<file path="config.mk">
export PLATFORM = sky130hd
export DESIGN_NAME = three_phase_zero_cross_detector_flat
export DESIGN_NICKNAME = d
export VERILOG_FILES = /design/src/hw/rtl/tpzcd_pkg.sv /design/src/hw/rtl/tpzcd_scan_if.sv /design/src/hw/rtl/tpzcd_result_if.sv /design/src/hw/rtl/tpzcd_cfg_if.sv /design/src/hw/rtl/tpzcd_phase.sv /design/src/hw/rtl/three_phase_zero_cross_detector.sv /design/src/flat_wrapper.sv
export VERILOG_INCLUDE_DIRS = /design/src /design/src/hw/rtl
export SDC_FILE = /design/constraint.sdc
export NUM_CORES = 1
export LEC_CHECK = 0
export ABC_AREA = 1
export BUFFER_PORTS_ARGS = -buffer_cell sky130_fd_sc_hd__buf_2
export CAP_MARGIN = 20
export CORE_MARGIN = 10
export CORE_UTILIZATION = 50
export DETAILED_ROUTE_END_ITERATION = 6
export PLACE_DENSITY = 0.72
export REMOVE_ABC_BUFFERS = 1
export SLEW_MARGIN = 0
export SYNTH_ARGS = -nofsm -noshare
export SYNTH_HDL_FRONTEND = slang
export SYNTH_SLANG_ARGS = --single-unit
</file>
<file path="constraint.sdc">
create_clock -name i_clk -period 5.69 [get_ports i_clk]
set_input_delay 1.4225 -clock i_clk [delete_from_list [all_inputs] [get_ports i_clk]]
set_output_delay 1.4225 -clock i_clk [all_outputs]
set_load 0.03 [all_outputs]
</file>
<file path="src/hw/rtl/three_phase_zero_cross_detector_macros.svh">
// ----------------------------------------------------------------------------
// zero cross detector assertion macros
// shared concurrent assertion forms, clocked on i_clk, off during reset
// ----------------------------------------------------------------------------
`ifndef THREE_PHASE_ZERO_CROSS_DETECTOR_MACROS_SVH
`define THREE_PHASE_ZERO_CROSS_DETECTOR_MACROS_SVH

// condition in this cycle implies consequence in the same cycle
`define TPZCD_ASSERT_NOW(label, ante, cons, msg) \
    label: assert property (@(posedge i_clk) disable iff (!i_rst_n) \
        (ante) |-> (cons)) else $error(msg);

// condition in this cycle implies consequence in the next cycle
`define TPZCD_ASSERT_NEXT(label, ante, cons, msg) \
    label: assert property (@(posedge i_clk) disable iff (!i_rst_n) \
        (ante) |=> (cons)) else $error(msg);

`endif

</file>
<file path="src/hw/rtl/tpzcd_pkg.sv">
`timescale 1ns / 1ps
// ----------------------------------------------------------------------------
// tpzcd_pkg
// constants and types of the three phase zero cross detector
// ----------------------------------------------------------------------------
package tpzcd_pkg;

    // width of the sample and threshold fields on the ports
    localparam int FIELD_BITS    = 12;
    // bits of each sample that take part in the compare
    localparam int SAMPLE_BITS   = 12;
    // number of newest samples that must agree
    localparam int QUALIFY_COUNT = 4;
    // stored history depth per phase
    localparam int HIST_DEPTH    = (QUALIFY_COUNT > 1) ? QUALIFY_COUNT - 1 : 1;

    localparam logic [FIELD_BITS-1:0] THRESHOLD_RESET = FIELD_BITS'(10);

    typedef logic [FIELD_BITS-1:0]  t_field;
    typedef logic [SAMPLE_BITS-1:0] t_sample;

    typedef enum logic [1:0] {
        DET_SEARCH_LOW  = 2'd0,
        DET_FOUND_LOW   = 2'd1,
        DET_SEARCH_HIGH = 2'd2,
        DET_FOUND_HIGH  = 2'd3
    } t_det_state;

    // per phase status for the current transaction
    typedef struct packed {
        logic prime;   // detector in a found state after this scan
        logic left;    // detector left a found state in this scan
    } t_phase_flags;

endpackage

</file>
<file path="src/hw/rtl/tpzcd_scan_if.sv">
`timescale 1ns / 1ps
// ----------------------------------------------------------------------------
// tpzcd_scan_if
// adc scan channel, one sample per phase
// ----------------------------------------------------------------------------
interface tpzcd_scan_if;
    logic                   valid;
    logic                   ready;
    tpzcd_pkg::t_field      sample_r;
    tpzcd_pkg::t_field      sample_s;
    tpzcd_pkg::t_field      sample_t;

    modport source (output valid, sample_r, sample_s, sample_t, input ready);
    modport sink   (input valid, sample_r, sample_s, sample_t, output ready);
endinterface

</file>
<file path="src/hw/rtl/tpzcd_result_if.sv">
`timescale 1ns / 1ps
// ----------------------------------------------------------------------------
// tpzcd_result_if
// result channel, prime pulses and run flag
// ----------------------------------------------------------------------------
interface tpzcd_result_if;
    logic valid;
    logic ready;
    logic prime_r;
    logic prime_s;
    logic prime_t;
    logic run_flag;

    modport source (output valid, prime_r, prime_s, prime_t, run_flag, input ready);
    modport sink   (input valid, prime_r, prime_s, prime_t, run_flag, output ready);
endinterface

</file>
<file path="src/hw/rtl/tpzcd_cfg_if.sv">
`timescale 1ns / 1ps
// ----------------------------------------------------------------------------
// tpzcd_cfg_if
// threshold write channel
// ----------------------------------------------------------------------------
interface tpzcd_cfg_if;
    logic                   valid;
    logic                   ready;
    tpzcd_pkg::t_field      zero_threshold;

    modport source (output valid, zero_threshold, input ready);
    modport sink   (input valid, zero_threshold, output ready);
endinterface

</file>
<file path="src/hw/rtl/tpzcd_phase.sv">
`timescale 1ns / 1ps
// ----------------------------------------------------------------------------
// tpzcd_phase
// sample history and debounced crossing detector for one phase
// ----------------------------------------------------------------------------
module tpzcd_phase (
    input  logic                    i_clk,
    input  logic                    i_rst_n,
    input  logic                    i_en,
    input  tpzcd_pkg::t_field       i_sample,
    input  tpzcd_pkg::t_sample      i_threshold,
    output tpzcd_pkg::t_phase_flags o_flags
);
    import tpzcd_pkg::*;

    t_sample    r_hist [HIST_DEPTH];
    t_det_state r_det;
    t_det_state n_det;
    t_sample    w_win  [QUALIFY_COUNT];
    logic       w_all_below;
    logic       w_all_above;

    // window: newest sample in slot 0, history behind it
    always_comb begin
        w_win[0] = SAMPLE_BITS'(i_sample);
        for (int i = 1; i < QUALIFY_COUNT; i++) begin
            w_win[i] = r_hist[i-1];
        end
    end

    always_comb begin
        w_all_below = 1'b1;
        w_all_above = 1'b1;
        for (int i = 0; i < QUALIFY_COUNT; i++) begin
            if (!(w_win[i] < i_threshold)) w_all_below = 1'b0;
            if (!(w_win[i] > i_threshold)) w_all_above = 1'b0;
        end
    end

    // next state
    always_comb begin
        n_det = r_det;
        case (r_det)
            DET_SEARCH_LOW: begin
                if (w_all_below) n_det = DET_FOUND_LOW;
            end
            DET_FOUND_LOW:   n_det = DET_SEARCH_HIGH;
            DET_SEARCH_HIGH: begin
                if (w_all_above) n_det = DET_FOUND_HIGH;
            end
            DET_FOUND_HIGH:  n_det = DET_SEARCH_LOW;
            default:         n_det = DET_SEARCH_LOW;
        endcase
    end

    // outputs
    always_comb begin
        o_flags.prime = (n_det == DET_FOUND_LOW) || (n_det == DET_FOUND_HIGH);
        o_flags.left  = (r_det == DET_FOUND_LOW) || (r_det == DET_FOUND_HIGH);
    end

    always_ff @(posedge i_clk) begin
        if (!i_rst_n) begin
            r_det <= DET_SEARCH_LOW;
            for (int i = 0; i < HIST_DEPTH; i++) begin
                r_hist[i] <= '0;
            end
        end else if (i_en) begin
            r_det <= n_det;
            for (int i = HIST_DEPTH - 1; i > 0; i--) begin
                r_hist[i] <= r_hist[i-1];
            end
            r_hist[0] <= w_win[0];
        end
    end

endmodule

</file>
<file path="src/hw/rtl/three_phase_zero_cross_detector.sv">
`timescale 1ns / 1ps
// ----------------------------------------------------------------------------
// three_phase_zero_cross_detector
// debounced zero crossing detection on three mains phases
// ----------------------------------------------------------------------------
// usage
//   i_scan carries one adc scan per transaction: a sample for phase r, s, t
//   o_result carries one transaction per scan: prime pulse per phase, which
//   is high while that phase sits in a found state, and run_flag, high when
//   any phase left a found state on this scan
//   i_cfg writes zero_threshold; it is always ready and should only be
//   written while no scan is in flight
// latency and throughput
//   a result is presented in the cycle after its scan is taken; one scan per
//   cycle unless stalled, set by the single result register after the compare
// reset
//   histories clear to zero, detectors go to search-low, threshold to 10,
//   the result register empties
// stall
//   a result waits in the output register while o_result.ready is low; a
//   new scan is still taken in the cycle the waiting result is taken
// ----------------------------------------------------------------------------
`include "three_phase_zero_cross_detector_macros.svh"

module three_phase_zero_cross_detector (
    input  logic   i_clk,
    input  logic   i_rst_n,
    tpzcd_scan_if.sink     i_scan,
    tpzcd_result_if.source o_result,
    tpzcd_cfg_if.sink      i_cfg
);
    import tpzcd_pkg::*;

    t_field       r_threshold;
    logic         r_out_valid;
    logic         r_prime_r;
    logic         r_prime_s;
    logic         r_prime_t;
    logic         r_run_flag;

    logic         w_scan_take;
    t_sample      w_threshold;
    t_phase_flags w_flags_r;
    t_phase_flags w_flags_s;
    t_phase_flags w_flags_t;

    // threshold register, writes always accepted
    assign i_cfg.ready = 1'b1;

    always_ff @(posedge i_clk) begin
        if (!i_rst_n) begin
            r_threshold <= THRESHOLD_RESET;
        end else if (i_cfg.valid) begin
            r_threshold <= i_cfg.zero_threshold;
        end
    end

    // compare only the active sample bits
    assign w_threshold = SAMPLE_BITS'(r_threshold);

    // take a scan when the output register is free or emptying this cycle
    assign i_scan.ready = !r_out_valid || o_result.ready;
    assign w_scan_take  = i_scan.valid && i_scan.ready;

    tpzcd_phase u_phase_r (
        .i_clk       (i_clk),
        .i_rst_n     (i_rst_n),
        .i_en        (w_scan_take),
        .i_sample    (i_scan.sample_r),
        .i_threshold (w_threshold),
        .o_flags     (w_flags_r)
    );

    tpzcd_phase u_phase_s (
        .i_clk       (i_clk),
        .i_rst_n     (i_rst_n),
        .i_en        (w_scan_take),
        .i_sample    (i_scan.sample_s),
        .i_threshold (w_threshold),
        .o_flags     (w_flags_s)
    );

    tpzcd_phase u_phase_t (
        .i_clk       (i_clk),
        .i_rst_n     (i_rst_n),
        .i_en        (w_scan_take),
        .i_sample    (i_scan.sample_t),
        .i_threshold (w_threshold),
        .o_flags     (w_flags_t)
    );

    // result register valid
    always_ff @(posedge i_clk) begin
        if (!i_rst_n) begin
            r_out_valid <= 1'b0;
        end else if (w_scan_take) begin
            r_out_valid <= 1'b1;
        end else if (o_result.ready) begin
            r_out_valid <= 1'b0;
        end
    end

    // result payload, loaded with each scan
    always_ff @(posedge i_clk) begin
        if (w_scan_take) begin
            r_prime_r  <= w_flags_r.prime;
            r_prime_s  <= w_flags_s.prime;
            r_prime_t  <= w_flags_t.prime;
            r_run_flag <= w_flags_r.left || w_flags_s.left || w_flags_t.left;
        end
    end

    assign o_result.valid    = r_out_valid;
    assign o_result.prime_r  = r_prime_r;
    assign o_result.prime_s  = r_prime_s;
    assign o_result.prime_t  = r_prime_t;
    assign o_result.run_flag = r_run_flag;

    // every scan taken shows up as a result the next cycle
    `TPZCD_ASSERT_NEXT(a_scan_gives_result, w_scan_take, o_result.valid,
        "scan taken but no result presented")

    // a phase leaving a found state must raise run_flag on that result
    `TPZCD_ASSERT_NEXT(a_left_sets_run,
        w_scan_take && (w_flags_r.left || w_flags_s.left || w_flags_t.left),
        o_result.run_flag, "phase left found state without run_flag")

    // a stalled result blocks new scans
    `TPZCD_ASSERT_NOW(a_stall_blocks_scan, o_result.valid && !o_result.ready,
        !i_scan.ready, "scan accepted over a stalled result")

endmodule
</file>
<file path="src/flat_wrapper.sv">
// flat-port wrapper written by rule: the top's interface ports become plain ports
module three_phase_zero_cross_detector_flat import tpzcd_pkg::*;
  (i_clk, i_rst_n, i_scan_valid, i_scan_sample_r, i_scan_sample_s, i_scan_sample_t, i_scan_ready, o_result_valid, o_result_prime_r, o_result_prime_s, o_result_prime_t, o_result_run_flag, o_result_ready, i_cfg_valid, i_cfg_zero_threshold, i_cfg_ready);
  tpzcd_scan_if i_scan_i ();
  tpzcd_result_if o_result_i ();
  tpzcd_cfg_if i_cfg_i ();
  input  logic i_clk;
  input  logic i_rst_n;
  input wire logic [$bits(i_scan_i.valid)-1:0] i_scan_valid;
  input wire logic [$bits(i_scan_i.sample_r)-1:0] i_scan_sample_r;
  input wire logic [$bits(i_scan_i.sample_s)-1:0] i_scan_sample_s;
  input wire logic [$bits(i_scan_i.sample_t)-1:0] i_scan_sample_t;
  output wire logic [$bits(i_scan_i.ready)-1:0] i_scan_ready;
  output wire logic [$bits(o_result_i.valid)-1:0] o_result_valid;
  output wire logic [$bits(o_result_i.prime_r)-1:0] o_result_prime_r;
  output wire logic [$bits(o_result_i.prime_s)-1:0] o_result_prime_s;
  output wire logic [$bits(o_result_i.prime_t)-1:0] o_result_prime_t;
  output wire logic [$bits(o_result_i.run_flag)-1:0] o_result_run_flag;
  input wire logic [$bits(o_result_i.ready)-1:0] o_result_ready;
  input wire logic [$bits(i_cfg_i.valid)-1:0] i_cfg_valid;
  input wire logic [$bits(i_cfg_i.zero_threshold)-1:0] i_cfg_zero_threshold;
  output wire logic [$bits(i_cfg_i.ready)-1:0] i_cfg_ready;
  assign i_scan_i.valid = i_scan_valid;
  assign i_scan_i.sample_r = i_scan_sample_r;
  assign i_scan_i.sample_s = i_scan_sample_s;
  assign i_scan_i.sample_t = i_scan_sample_t;
  assign i_scan_ready = i_scan_i.ready;
  assign o_result_valid = o_result_i.valid;
  assign o_result_prime_r = o_result_i.prime_r;
  assign o_result_prime_s = o_result_i.prime_s;
  assign o_result_prime_t = o_result_i.prime_t;
  assign o_result_run_flag = o_result_i.run_flag;
  assign o_result_i.ready = o_result_ready;
  assign i_cfg_i.valid = i_cfg_valid;
  assign i_cfg_i.zero_threshold = i_cfg_zero_threshold;
  assign i_cfg_ready = i_cfg_i.ready;
  three_phase_zero_cross_detector u_core (.i_clk(i_clk), .i_rst_n(i_rst_n), .i_scan(i_scan_i), .o_result(o_result_i), .i_cfg(i_cfg_i));
endmodule
</file>
======== Yosys cells after proc, flatten, opt, wreduce, memory -nomap -nowiden ========
Memory sizes are Yosys's and may differ from the RTL's.
Index checks and enable logic that the tools add are counted.
word-level totals
  register bits ........................... 23
  bits in writable memories ............... 108
  input port bits ......................... 53
  output and inout bits ................... 7
  memories ................................ 3
memories
  name                     depth  width  rd ports  clocked after memory_dff  write ports  RTL line           source
  u_core.u_phase_r.r_hist  3      12     3         0                         3            tpzcd_phase.sv:16  t_sample r_hist [HIST_DEPTH];
  u_core.u_phase_s.r_hist  3      12     3         0                         3            tpzcd_phase.sv:16
  u_core.u_phase_t.r_hist  3      12     3         0                         3            tpzcd_phase.sv:16
operators by class
  magnitude comparators ................... 24
  equality and inequality tests ........... 15
  muxes and demuxes ....................... 48
  bitwise logic cells ..................... 9
  reduce and logical (&&, ||, !) cells .... 15
operator list
  operator                                             count
  greater-than comparator 12 bit                       12
  less-than comparator 12 bit                          12
  2-to-1 mux 12 bit                                    9
  2-to-1 mux 1 bit                                     30
  case mux 2 bit (4 select lines)                      3
  equality test 2 bit, second input constant           9
  equality test 2 x 1 -> 1 bit, second input constant  6
  2-to-1 mux 2 bit                                     6
  logical OR 1 bit                                     9
  bitwise OR 1 bit                                     9
  zero test 2 bit                                      3
  nonzero test 2 bit                                   1
  logical AND 1 bit                                    1
  zero test 1 bit                                      1

======== Logic depth before layout (Yosys ltp) ========
Gate-level depths: netlist (run 1).
  depth in word-level cells ............... 9
  depth in mapped cells ................... 17
  depth with buffers taken out ............ 17

======== Cells and area by module ========
From an unflattened synthesis (run 1), not the netlist that was laid out.
second synthesis, totals
  cells, all modules ...................... 1064
  area total of the unflattened synthesis .. 9128.8 µm²
by module, submodules not included
  module                           times used  cells each  area each (µm²)
  tpzcd_phase                      3           332         2836.5
  three_phase_zero_cross_detector  1           68          619.3

======== Least setup slack after synthesis (run 1) ========
Ideal clock, no wire load.
  path kind ............................... input-to-reg
  start point ............................. in o_result_ready
  end point ............................... mem u_core.u_phase_r.r_hist[0][0] (netlist bit) (enable)
  library setup time ...................... 463 ps
  arrival time ............................ 4262 ps
  path slack .............................. 965 ps
  cell stages on the path ................. 6
  cell sequence ........................... inv_1 nand2_1 nand2_1 inv_1 nor2_1 inv_1
RTL lines
  item         RTL line            source
  from (decl)  flat_wrapper.sv:19  input wire logic [$bits(o_result_i.ready)-1:0] o_result_ready;
  to (decl)    tpzcd_phase.sv:16

======== Worst setup path in the final report (run 1) ========
  start point ............................. in o_result_ready
  end point ............................... out i_scan_ready
on the way
  longest elaborated chain between the ends .. 1
RTL lines
  item              RTL line                               source
  logical OR 1 bit  three_phase_zero_cross_detector.sv:62  assign i_scan.ready = !r_out_valid || o_result.ready;
  to (decl)         flat_wrapper.sv:13                     output wire logic [$bits(i_scan_i.ready)-1:0] i_scan_ready;
Every way passes these cells.

==> results of run 1 <==
==> where the power goes <==
group	leakage, nW	total (mW)	internal [mW]	switching, mW
Clock	0.283	1.09	0.686	0.407
Combinational	3.39	0.512	0.186	0.327
Sequential	1.38	1.16	1.12	0.0360
Total	5.05	2.76	1.99	0.770
==> tightest hold or removal path, cell delays in order (launching register included) <==
cell	delay, ns
dfxtp_1	0.35
nand2_1	0.08
nand2_1	0.05
==> layout by cell type, fill, tap and decap left out, types with 5 or more instances in the layout <==
cell type  count
o21bai_1       5
a21o_1        10
inv_1        196
a21oi_1       52
nor2_1       163
buf_2         58
nand2_2        9
nand2_1      205
nor2_2         7
ha_1         156
nand3_1       18
dfxtp_1       19
edfxtp_1     112
o21ai_0       18
nand3_2        6
clkbuf_16     20
and2_1         7
==> flip-flops by register name (all words and copies together), names as in the netlist <==
name and cells:
u_core.u_phase_s.r_det 2, u_core.o_result.valid 1, u_core.u_phase_s.r_hist 36, u_core.u_phase_r.r_det 2, u_core.o_result.run_flag 1, u_core.u_phase_t.r_det 2
u_core.o_result.prime_s 1, u_core.o_result.prime_r 1, u_core.o_result.prime_t 1, u_core.r_threshold 12, u_core.u_phase_t.r_hist 36, u_core.u_phase_r.r_hist 36
==> logic make-up (layout without fill, tap and decap cells) <==
group / Yosys count / after routing / synth area share [%]
flip-flops: 131 / 131 / 42.7
AO/OA/AOI/OAI: 89 / 89 / 5.59
AND/OR/NAND/NOR: 424 / 424 / 19.9
other: 1 / 1 / 0.0427
adder cells (fa/ha/maj): 156 / 156 / 22.2
buffers and inverters: 215 / 295 / 9.53
==> worst paths after layout <==
path / start / cells past startpoint / to
worst max-delay path: o_result_ready / 4 / i_scan_ready
worst min register to register: u_core.u_phase_r.r_det[0] / 2 / u_core.u_phase_r.r_det[0]
worst max register to register: u_core.r_threshold[5] / 13 / u_core.o_result.prime_s
worst min-delay path: u_core.u_phase_r.r_det[0] / 2 / u_core.u_phase_r.r_det[0]
==> layer usage <==
layer  track usage (%)  part of all wire, %
met1              21.3                   47
met2              26.4                   46
met3              2.82                  5.1
met4              5.59                  1.4
met5                 0                    0
==> layout make-up <==
class	count	share of cell area, %
multi-input combinational	670	42.4
sequential	131	37.8
inverter	201	7.66
clock buffer	24	5.31
timing repair buffer	62	3.24
tap	225	2.85
clock inverter	8	0.708
==> results.yml, run 1 <==
place:
  placed_cells: 1289
  placed_area_um2: 9300
  hpwl_um: 13700
  globalplace.congestion: 0.852
  port_buffers: 58
  dp_slack_ns: 2.17
synth:
  syn-cell-area_um2: 8770
  synth_top_cell_by_area: "edfxtp_1"
  ys_warn_count: 0
  synthCells: 1016
  ys_seq_area_share_pct: 42.7
  synth-main-ff-cell: "edfxtp_1"
  synth_seq_cells: 131
  yosysUniqueCellTypes: 28
  syn_area_per_cell_um2: 8.64
  async_flop_share_pct: 0
  synth_top_area_share_pct: 38.3
  synth.most_common_cell: "nand2_1"
  synth.area.top_cells: "edfxtp_1 38%, ha_1 22%, nand2_1 8.8%"
  synth_edf_count: 112
  synth_common_cells: "205 x nand2_1, 197 x inv_1, 163 x nor2_1, 156 x ha_1, 112 x edfxtp_1"
grt:
  grt_overflow: 0
  grt_pass1_vias: 6170
  grt_use_total_pct: 16.2
  grt_pass1_wl_um: 30200
  grt_max_degree: 64
  antenna_found_initial: 0
route:
  drt_first_pass_iters: 5
  via_count: 6506
  drtIter0Drc: 412
  drt-wirelength-per-cell_um: 14.3
  via_per_inst: 4.93
  route.detailed.drc: 0
  wl_um: 18900
  postRouteAntennaNets: 0
critical_path:
  cp_max_fo: 3
  cpPeakStageDelay_ns: 0.21
  cpMostUsedCell: "buf_2"
  cp.required_ns: 4.27
  crit_path_end_kind: "primary output"
  crit_family: "buffers and inverters"
  slowest_stage: "buf_2"
  path_cells: "buf_2 -> inv_1 -> nand2_1 -> buf_2"
  cp_data_arrival_time_ns: 1.82
  worstSetupPathType: "primary input to primary output"
  timing.critical_path.buf_inv: 3
  cp-start-kind: "primary input"
  r2r_setup_slack_ns: 3.37
cts:
  cts_buffer_depth: 2
  ctsResizeCount: 0
  cts_sinks: 131
  clockRootBuffer: "clkbuf_16"
  numCtsBuffers: 17
  tritoncts: "done"
  clk_latency_ns: 0.43
  ctsHoldBuffers: 0
  htree_levels: 4
  postCtsSetupBuffers: 0
  path_clk_slew_ns: 0.06
timing:
  slew_viol_final: 0
  rsz0062_at_grt: "no"
  holdWs_ns: 0.524
  tightestPinTransition_ns: 0.813
  fin_skew_ns: 0.00709
  fin_ws_ns: 2.45
  hold_violations: 0
  setup_tns_ns: 0
  min_period_ns: 3.24
  finalSetupViolCount: 0
  slew_headroom_pct: 45.8
  timing.fmax_mhz: 309
  fin_crit_sh_pct: 56.9
finish:
  instances_no_fill: 1321
  drive_gt1_share_pct: 10.8
  final_cell_area_um2: 9890
  diodes: 0
  seq_area_um2: 3740
  syn_to_final_growth_pct: 12.8
  multi_input_area_um2: 4200
  fillers: 1518
  fin_util_pct: 57.4
  fin_nets: 1292
worst_hold_path:
  hold_path_class: "flop to flop"
die:
  die_w_um: 152
  initial_core_util_pct: 50.9
  die_area_um2: 23200
  ios: 60
  die_h_um: 152
  core_um2: 17200
  rows: 48
power_and_ir_drop:
  ir_worst_vdd_v: 0.000243
  totalPowerFinal_mw: 2.76
  p_leak_nw: 5.05
  power-per-cell-area_nw_per_um2: 279
outcome:
  status: "completed"
run:
  drv_cap: 0
No activity file was read; power rests on OpenSTA's default activity.
==> inputs of run 2 (changes only) <==
==> constraint.sdc (replaced) <==
create_clock -name i_clk -period 3.38 [get_ports i_clk]
set_input_delay 0.845 -clock i_clk [delete_from_list [all_inputs] [get_ports i_clk]]
set_output_delay 0.845 -clock i_clk [all_outputs]
set_load 0.03 [all_outputs]
==> results.yml, run 2 (synthesized netlist as in run 1, its figures left out) <==
outcome:
  status: "completed"
finish:
  final_cell_mix: "205 x nand2_1, 196 x inv_1, 163 x nor2_1, 156 x ha_1, 112 x edfxtp_1"
  final_cell_area_um2: 9980
  drive_gt1_share_pct: 11.2
  final_common_cell: "nand2_1"
  fin_nets: 1293
  largestRegisters: "u_core.u_phase_r.r_hist (36), u_core.u_phase_s.r_hist (36), u_core.u_phase_t.r_hist (36)"
  diodes: 0
  syn_to_final_growth_pct: 13.8
  fillers: 1483
timing:
  hold_violations: 0
  finalSetupViolCount: 0
  slew_viol_final: 0
  fin_crit_sh_pct: 69.9
  holdWs_ns: 0.528
  fin_skew_ns: 0.0104
  slew_headroom_pct: 56.4
  rsz0062_at_grt: "no"
  min_period_ns: 2.36
  tightestPinTransition_ns: 0.653
  timing.fmax_mhz: 423
grt:
  grt_overflow: 0
  grt_max_degree: 73
  grt_pass1_wl_um: 32100
  antenna_found_initial: 0
  grt_pass1_vias: 6543
  grt_use_total_pct: 16.9
cts:
  ctsResizeCount: 0
  path_clk_slew_ns: 0.06
  clockRootBuffer: "clkbuf_16"
  numCtsBuffers: 17
  ctsHoldBuffers: 0
  postCtsSetupBuffers: 0
  htree_levels: 4
  clk_latency_ns: 0.42
  tritoncts: "done"
  cts_sinks: 131
  cts_buffer_depth: 2
critical_path:
  reg2reg_to: "u_core.o_result.prime_s"
  r2r_setup_slack_ns: 1.02
  reg2reg_from: "u_core.r_threshold[9]"
  cp_data_arrival_time_ns: 2.54
  cp_max_fo: 13
  cp.required_ns: 3.55
  worstSetupPathType: "flop to flop"
  r2r.worst_path.cells: 12
  crit_path_end_kind: "flop"
  cp-start-kind: "flop"
power_and_ir_drop:
  p_leak_nw: 5.10
  totalPowerFinal_mw: 4.88
  ir_worst_vdd_v: 0.000416
  power-per-cell-area_nw_per_um2: 489
die:
  die_h_um: 152
  rows: 48
  die_area_um2: 23200
  initial_core_util_pct: 50.9
  ios: 60
  die_w_um: 152
  core_um2: 17200
route:
  drt-wirelength-per-cell_um: 14.6
  wl_um: 19300
  route.detailed.drc: 0
  via_per_inst: 4.96
  postRouteAntennaNets: 0
  drt_first_pass_iters: 5
  drtIter0Drc: 449
  via_count: 6563
run:
  drv_cap: 0
place:
  placed_area_um2: 9330
  globalplace.congestion: 0.852
  hpwl_um: 13800
  port_buffers: 58
worst_hold_path:
  hold_path_class: "flop to flop"
  min_from: "u_core.u_phase_r.r_det[0]"
  holdPathEnd: "u_core.u_phase_r.r_det[0]"
  holdPathStages: 2
## run 2: cell types whose count changed in the layout (fill, tap and decap cells not counted), sizes merged
| cell | change |
|---|---|
| buf | +1 |
| bufinv | +4 |
| clkbuf | -7 |
| clkinv | +2 |
| clkinvlp | -2 |
| inv | +3 |
## run 2: area by class of cell
class                   count  area, um2  share of cell area [%]
multi-input cells         670       4200                    42.0
flip-flops and latches    131       3740                    37.5
inverters                 201        758                    7.59
clock buffers              17        425                    4.26
repair buffers             63        353                    3.53
well taps                 225        282                    2.82
clock inverters            15        228                    2.28
## run 2: worst max-delay path by stage
stage,start,to,slack [ns],cells after the start
floorplan,o_result_ready,u_core.u_phase_r.r_hist[0][0],-0.77,6
global placement,o_result_ready,u_core.u_phase_s.r_hist[0][10],0.70,8
detailed placement,o_result_ready,u_core.u_phase_s.r_hist[0][10],0.63,8
CTS,u_core.r_threshold[9],u_core.o_result.prime_s,1.01,12
global route,u_core.r_threshold[9],u_core.o_result.prime_s,0.84,12
finish,u_core.r_threshold[9],u_core.o_result.prime_s,1.02,12
## run 2: critical path, cell delays in order, from the launching register on
cell and delay (ns):
dfxtp_1 0.29, inv_1 0.47, ha_1 0.37, a21oi_1 0.14, nor2_1 0.05, nor2_1 0.23, nand3_2 0.12, nand2_2 0.08
nor2_2 0.03, nand2_1 0.10, nand2_1 0.07, nand2_1 0.08, nand2_2 0.08
## run 2: routing by layer
layer  up-vias  GRT usage [%]  share of wire [%]
li1       3379              -                  -
met1      3018           21.8                 47
met2       146           27.5                 46
met3        20           4.49                5.9
met4         0           4.59                1.4
met5         -              0                  0
## run 2: per-stage QoR
step / TNS, ns / instances / worst slack, ns / utilization [%]
after global placement: 0 / 1290 / 0.699 / 54.1
after floorplan: -85.04 / 1002 / -0.768 / -
final: 0 / 1322 / 1.02 / 57.9
after CTS: 0 / 1322 / 1.01 / 57.9
after detailed placement: 0 / 1290 / 0.629 / 54.1
after global routing: 0 / 1322 / 0.844 / 57.9
## run 2: report_power, final
group / internal [mW] / switching, mW
Combinational: 0.318 / 0.557
Sequential: 1.89 / 0.0612
Clock: 1.32 / 0.746
Total: 3.52 / 1.36
